===== src/sv/vn3_pkg.sv =====
// vn3_pkg: shared constants, types and helper functions of the 3d value noise block
// weight table is built at elaboration from an integer sine series
// no dependencies
package vn3_pkg;

  localparam int LATTICE_DIM    = 32;
  localparam int MAX_OCTAVES    = 8;
  localparam int COS_TABLE_BITS = 8;

  localparam int WEIGHT_COUNT = 1 << COS_TABLE_BITS;
  localparam int POS_W        = 8;
  localparam int VAL_W        = 16;
  localparam int AMP_W        = 17;
  localparam int W_W          = 17;
  localparam int OC_W         = 4;
  localparam int CFG_W        = 16;
  localparam int CFG_IDX_W    = 2;
  localparam int IDX_W        = $clog2(LATTICE_DIM);
  localparam int OCT_W        = (MAX_OCTAVES > 1) ? $clog2(MAX_OCTAVES) : 1;
  localparam int SC_W         = POS_W + MAX_OCTAVES - 1 + 16;
  localparam int ACC_GROW     = (MAX_OCTAVES > 1) ? $clog2(MAX_OCTAVES) : 0;
  localparam int SUM_W        = AMP_W + VAL_W + ACC_GROW + 1;
  localparam int TOT_W        = AMP_W + ACC_GROW + 1;
  localparam int PROD_W       = AMP_W + VAL_W;
  localparam int LD_HALF      = (LATTICE_DIM + 1) / 2;
  localparam int BANK_DEPTH   = LD_HALF * LD_HALF * LD_HALF;
  localparam int BANK_AW      = (BANK_DEPTH > 1) ? $clog2(BANK_DEPTH) : 1;
  localparam int DIV_STAGES   = VAL_W;

  localparam logic [AMP_W-1:0] ONE_Q16 = AMP_W'(65536);

  typedef enum logic [CFG_IDX_W-1:0] {
    CFG_OCTAVES  = 2'd0,
    CFG_PERSIST  = 2'd1,
    CFG_INV_STEP = 2'd2
  } cfg_reg_t;

  typedef enum logic {
    OPC_WRITE = 1'b0,
    OPC_EVAL  = 1'b1
  } opcode_t;

  typedef struct packed {
    logic             valid;
    logic             first;
    logic             last;
    logic [AMP_W-1:0] amp;
  } oct_ctl_t;

  typedef logic [W_W-1:0] wrom_t [WEIGHT_COUNT];

  function automatic logic [W_W-1:0] weight_entry(input int n);
    logic [63:0] ang;
    logic [63:0] a2;
    logic [63:0] term;
    logic [63:0] s;
    logic [63:0] w;
    ang  = (64'd1686629713 * 64'(n)) >> COS_TABLE_BITS;
    a2   = (ang * ang) >> 30;
    term = ang;
    s    = ang;
    term = ((term * a2) >> 30) / 64'd6;
    s    = (s >= term) ? s - term : 64'd0;
    term = ((term * a2) >> 30) / 64'd20;
    s    = s + term;
    term = ((term * a2) >> 30) / 64'd42;
    s    = (s >= term) ? s - term : 64'd0;
    term = ((term * a2) >> 30) / 64'd72;
    s    = s + term;
    term = ((term * a2) >> 30) / 64'd110;
    s    = (s >= term) ? s - term : 64'd0;
    term = ((term * a2) >> 30) / 64'd156;
    s    = s + term;
    term = ((term * a2) >> 30) / 64'd210;
    s    = (s >= term) ? s - term : 64'd0;
    w    = (s * s + (64'd1 << 43)) >> 44;
    return (w > 64'd65536) ? ONE_Q16 : W_W'(w);
  endfunction

  function automatic wrom_t build_wrom();
    wrom_t t;
    for (int n = 0; n < WEIGHT_COUNT; n++) begin
      t[n] = weight_entry(n);
    end
    return t;
  endfunction

  localparam wrom_t WROM = build_wrom();

  function automatic logic [VAL_W-1:0] blend(input logic [VAL_W-1:0] a,
                                             input logic [VAL_W-1:0] b,
                                             input logic [W_W-1:0]   w);
    logic [W_W-1:0]     wc;
    logic [VAL_W+17:0]  t;
    wc = ONE_Q16 - w;
    t  = (VAL_W+18)'(a) * (VAL_W+18)'(wc) + (VAL_W+18)'(b) * (VAL_W+18)'(w)
         + (VAL_W+18)'(32768);
    return t[VAL_W+15:16];
  endfunction

endpackage


===== src/sv/vn3_div.sv =====
// vn3_div: octave accumulator and pipelined restoring divider, one quotient bit a stage
// uses vn3_pkg widths and octave control struct
module vn3_div (
  input  logic                        clk,
  input  logic                        rst_n,
  input  logic                        adv,
  input  vn3_pkg::oct_ctl_t           ctl_in,
  input  logic [vn3_pkg::PROD_W-1:0]  prod,
  output logic                        res_valid,
  output logic [vn3_pkg::VAL_W-1:0]   res
);
  import vn3_pkg::*;

  logic [SUM_W-1:0] acc_sum_r;
  logic [TOT_W-1:0] acc_tot_r;
  logic [SUM_W-1:0] sum_nxt;
  logic [TOT_W-1:0] tot_nxt;
  logic             v_r   [DIV_STAGES+1];
  logic [SUM_W-1:0] rem_r [DIV_STAGES+1];
  logic [TOT_W-1:0] den_r [DIV_STAGES+1];
  logic [VAL_W-1:0] q_r   [DIV_STAGES+1];

  always_comb begin
    sum_nxt = ctl_in.first ? SUM_W'(prod) : acc_sum_r + SUM_W'(prod);
    tot_nxt = ctl_in.first ? TOT_W'(ctl_in.amp) : acc_tot_r + TOT_W'(ctl_in.amp);
  end

  always_ff @(posedge clk) begin
    if (!rst_n) begin
      v_r[0] <= 1'b0;
    end else if (adv) begin
      v_r[0] <= ctl_in.valid && ctl_in.last;
    end
  end

  always_ff @(posedge clk) begin
    if (adv) begin
      if (ctl_in.valid) begin
        acc_sum_r <= sum_nxt;
        acc_tot_r <= tot_nxt;
      end
      rem_r[0] <= sum_nxt + SUM_W'(tot_nxt >> 1);
      den_r[0] <= tot_nxt;
      q_r[0]   <= '0;
    end
  end

  for (genvar k = 1; k <= DIV_STAGES; k++) begin : g_stage
    localparam int BITPOS = DIV_STAGES - k;
    logic [SUM_W+VAL_W-1:0] dsh;
    logic                   ge;

    assign dsh = (SUM_W+VAL_W)'(den_r[k-1]) << BITPOS;
    assign ge  = (SUM_W+VAL_W)'(rem_r[k-1]) >= dsh;

    always_ff @(posedge clk) begin
      if (!rst_n) begin
        v_r[k] <= 1'b0;
      end else if (adv) begin
        v_r[k] <= v_r[k-1];
      end
    end

    always_ff @(posedge clk) begin
      if (adv) begin
        rem_r[k] <= ge ? rem_r[k-1] - dsh[SUM_W-1:0] : rem_r[k-1];
        den_r[k] <= den_r[k-1];
        q_r[k]   <= {q_r[k-1][VAL_W-2:0], ge};
      end
    end
  end

  assign res_valid = v_r[DIV_STAGES];
  assign res       = q_r[DIV_STAGES];

endmodule


===== config.mk =====
export PLATFORM = sky130hd
export DESIGN_NAME = vn3_div
export DESIGN_NICKNAME = d
export VERILOG_FILES = /design/src/sv/vn3_pkg.sv /design/src/sv/vn3_div.sv
export SDC_FILE = /design/constraint.sdc
export NUM_CORES = 2
export LEC_CHECK = 0
export BUFFER_PORTS_ARGS = -buffer_cell sky130_fd_sc_hd__clkbuf_2
export CAP_MARGIN = 40
export CORE_MARGIN = 3
export CORE_UTILIZATION = 53
export DETAILED_ROUTE_END_ITERATION = 10
export GPL_TIMING_DRIVEN = 0
export PLACE_DENSITY_LB_ADDON = 0.25
export SYNTH_ARGS = -nofsm -noshare
export SYNTH_HDL_FRONTEND = slang
export SYNTH_SLANG_ARGS = --single-unit

===== constraint.sdc =====
create_clock -name clk -period 9.25 [get_ports clk]
set_input_delay 0.925 -clock clk [delete_from_list [all_inputs] [get_ports clk]]
set_output_delay 0.925 -clock clk [all_outputs]
set_load 0.02 [all_outputs]

==> results_dict.tcl <==
set metrics [dict create \
    start_kind "primary input" \
    finalWorstPathRequiredPeriod_ns 5.97 \
    finish.net_count 6013 \
    route.detailed.wl_per_inst_um 19.4 \
    synth.avg_cell_area_um2 11.6 \
    initial_standard_cell_utilization_of_the_core 0.535 \
    pwr_density_cell_nw_per_um2 289 \
    synthesis.area_um2 61300 \
    synth-adder-area-share 0.0887 \
    first_iter_violations 2170 \
    cp_data_arrival_time_ns 6.40 \
    worst_supply_voltage_drop_on_vdd_v 0.000177 \
    synthesis.nets 5785 \
    finalSetupViolCount 0 \
    cts.sink_count 1139 \
    finish.cell_count_without_fillers 7145 \
    critPathSlowestCell "sky130_fd_sc_hd__clkbuf_1" \
    synthToLayoutAreaGrowth_pct 10.9 \
    path_delay_family "buffers and inverters" \
    critPathMaxFanout 10 \
    drt_pre_antenna_iters 5 \
    grt_max_degree 119 \
    tightest_slew_ns 0.916 \
    numPortBuffers 72 \
    yosysUniqueCellTypes 98 \
    worstPathCellList "clkbuf_2 -> buf_2 -> buf_1 -> clkbuf_1 -> clkbuf_1 -> buf_1 -> nand2_1 -> o21ai_0 -> ha_1 -> a21o_1 -> o31ai_1 -> o21ai_0 -> a31o_2 -> o2111ai_1 -> a21boi_0 -> o21ba_2 -> nand4_1 -> nor3_1 -> xnor2_1" \
    synth_edf_count 1138 \
    synthArstFlopShare 0 \
    antennaDiodeCount 0 \
    count_of_warnings_emitted_by_yosys 0 \
    finalWeightedCongestion 0.982 \
    final_hold_viol_count 0 \
    yosys_most_used_dff "sky130_fd_sc_hd__edfxtp_1" \
    global_route.overflow_total 0 \
    muxShareOfSynthArea 0.0150 \
    synth_area_leaders "sky130_fd_sc_hd__edfxtp_1, sky130_fd_sc_hd__ha_1, sky130_fd_sc_hd__xnor2_1, sky130_fd_sc_hd__a21oi_1, sky130_fd_sc_hd__inv_1" \
    max-cap-violations 0 \
    dieArea_um2 120000 \
    worst-endpoint-required_ns 9.67 \
    antenna_found_initial 0 \
    placedCellCount 6923 \
    area_occupied_by_multi_input_gates_um2 24900 \
    synthXorXnorAreaFrac 0.0621 \
    outcome "finished, final reports clean" \
    dr_total_vias 40596 \
    critPathKind "primary input to flip-flop" \
    main_combinational_cell_family_by_area_after_synthesis "compound AO/OA/AOI/OAI gates" \
    final_skew_ns 0.0301 \
    post_synth_and_or_nand_nor_area_fraction 0.115 \
    worst_slack_ns 3.28 \
    fmax_ghz 0.167 \
    die_h_um 346 \
    critPathCaptureType "flip-flop" \
    setup_repair_after_global_routing_missed_its_margin "no" \
    clock_path_buffers 3 \
    route.antenna.remaining_nets 0 \
    worst_setup_hold_path_clk_slew_ns 0.06 \
    cts_max_level 3 \
    cts_tree "built" \
    pin_count 73 \
    flip_flop_and_latch_count_after_synthesis 1139 \
    syn_inst 5305 \
    rows 124 \
    groute.usage.overall 0.230 \
    yosysTopAreaCell "sky130_fd_sc_hd__edfxtp_1" \
    drt_drc_violations_left 0 \
    synth_seq_area_share 0.558 \
    finalMaxSlewViolations 0 \
    synth_top_area_share 0.557 \
    crit_path_max_incr_delay_ns 0.54 \
    total_leakage_power_nw 26.8 \
    viasPerCell 5.68 \
    critical_path_buf_inv_count 6 \
    most_common_cell_in_the_netlist "sky130_fd_sc_hd__edfxtp_1" \
    core_um2 115000 \
    via_count_of_the_first_global_routing_pass 42085 \
    headroom_to_the_max_slew_limit 0.374 \
    clock_tree.root_cell "sky130_fd_sc_hd__clkbuf_16" \
    regArea_um2 34200 \
    cts.hold.buffers_added 0 \
    post_route_fraction_of_the_period_consumed_by_the_critical_path 0.646 \
    fraction_of_layout_cells_with_a_size_suffix_above_1 0.0781 \
    ctsResizeCount 0 \
    preCtsSetupSlack_ns 2.53 \
    synth_compound_gate_area_share 0.125 \
    skew_pair_late_insertion_delay_ns 0.71 \
    number_of_buffers_created_by_cts 120 \
    grt_first_pass_wirelength_mm 217 \
    fillCellCount 9259 \
    detailedPlacementHpwl_mm 107 \
    die_w_um 346 \
    synth_common_cells "sky130_fd_sc_hd__edfxtp_1, sky130_fd_sc_hd__inv_1, sky130_fd_sc_hd__a21oi_1" \
    final.setup.tns_ns 0 \
    hold_path.class "flip-flop to flip-flop" \
    finalWirelength_mm 139 \
    post-cts-setup-buffers 0 \
]
-- worst paths after layout --
| check | startpoint | to | slack [ns] | cells after the start |
|---|---|---|---|---|
| max | ctl_in[18] | rem_r[0][29] | 3.28 | 19 |
| min reg2reg | q_r[0][82] | q_r[0][99] | 0.40 | 0 |
| max reg2reg | acc_tot_r[0] | rem_r[0][36] | 3.36 | 26 |
| min | q_r[0][82] | q_r[0][99] | 0.40 | 0 |
-- flip-flops by register name, indices dropped and copies added (netlist names) --
signal     cells
rem_r        592
v_r           17
den_r        336
acc_tot_r     21
acc_sum_r     37
q_r          136
-- report_power, final --
part / switching, mW / total (mW) / leakage, nW / internal (mW)
clock: 2.01 / 4.80 / 1.92 / 2.79
sequential: 0.615 / 7.84 / 11.0 / 7.23
combinational: 3.97 / 7.02 / 13.9 / 3.06
total: 6.59 / 19.7 / 26.8 / 13.1
-- layout make-up --
class / count / area share
clock buffer: 139 / 0.0457
buffer: 103 / 0.00607
multi-input combinational: 3587 / 0.367
timing repair buffer: 106 / 0.0119
inverter: 476 / 0.0263
sequential: 1139 / 0.503
tap: 1512 / 0.0278
clock inverter: 83 / 0.0125
-- routing by layer --
layer | GRT usage | wire length (um) | up-vias
li1 | - | - | 20010
met1 | 0.191 | 43300 | 19275
met2 | 0.475 | 79500 | 864
met3 | 0.0279 | 4040 | 447
met4 | 0.180 | 11800 | 0
met5 | 0 | 0 | -
-- metrics by stage --
step	area (um^2)	hold WS, ns	power (mW)	util
detailed placement	64000	0.405	14.9	0.559
global route	68000	0.421	20.9	0.594
CTS	68000	0.411	19.7	0.594
finish	68000	0.403	19.7	0.594
floorplan	61300	0.400	13.0	-
global placement	63600	0.400	14.9	0.555
-- cells by family (layout without fill, tap and decap cells) --
group / Yosys count / in the layout
simple gates: 1411 / 1411
compound gates: 1234 / 1234
flops: 1139 / 1139
buf+inv: 579 / 907
xor+xnor: 435 / 435
fa+ha+maj: 424 / 424
mux: 83 / 83
-- cells in the final DEF (no fill, tap or decap), types with 16 or more instances in the layout --
cell,count
sky130_fd_sc_hd__edfxtp_1,1138
sky130_fd_sc_hd__inv_1,476
sky130_fd_sc_hd__a21oi_1,414
sky130_fd_sc_hd__ha_1,406
sky130_fd_sc_hd__nand2_1,381
sky130_fd_sc_hd__nor2_1,334
sky130_fd_sc_hd__o21ai_0,301
sky130_fd_sc_hd__xnor2_1,251
sky130_fd_sc_hd__xor2_1,184
sky130_fd_sc_hd__a21o_1,163
sky130_fd_sc_hd__clkbuf_16,120
sky130_fd_sc_hd__nor3_1,97
sky130_fd_sc_hd__clkbuf_1,94
sky130_fd_sc_hd__nand3_1,87
sky130_fd_sc_hd__nor2b_1,72
sky130_fd_sc_hd__clkbuf_2,71
sky130_fd_sc_hd__mux2_2,69
sky130_fd_sc_hd__nand2b_1,62
sky130_fd_sc_hd__nand4_1,60
sky130_fd_sc_hd__nor4_1,55
sky130_fd_sc_hd__and3_1,52
sky130_fd_sc_hd__or3_1,43
sky130_fd_sc_hd__o31ai_1,42
sky130_fd_sc_hd__o21bai_1,37
sky130_fd_sc_hd__a211oi_1,35
sky130_fd_sc_hd__or2_2,34
sky130_fd_sc_hd__or4_1,33
sky130_fd_sc_hd__clkinv_1,31
sky130_fd_sc_hd__a21boi_0,28
sky130_fd_sc_hd__o21a_1,28
sky130_fd_sc_hd__a31oi_1,27
sky130_fd_sc_hd__buf_2,26
sky130_fd_sc_hd__clkinv_2,22
sky130_fd_sc_hd__fa_1,18
sky130_fd_sc_hd__and2_1,16
(Power assumes the default switching activity.)
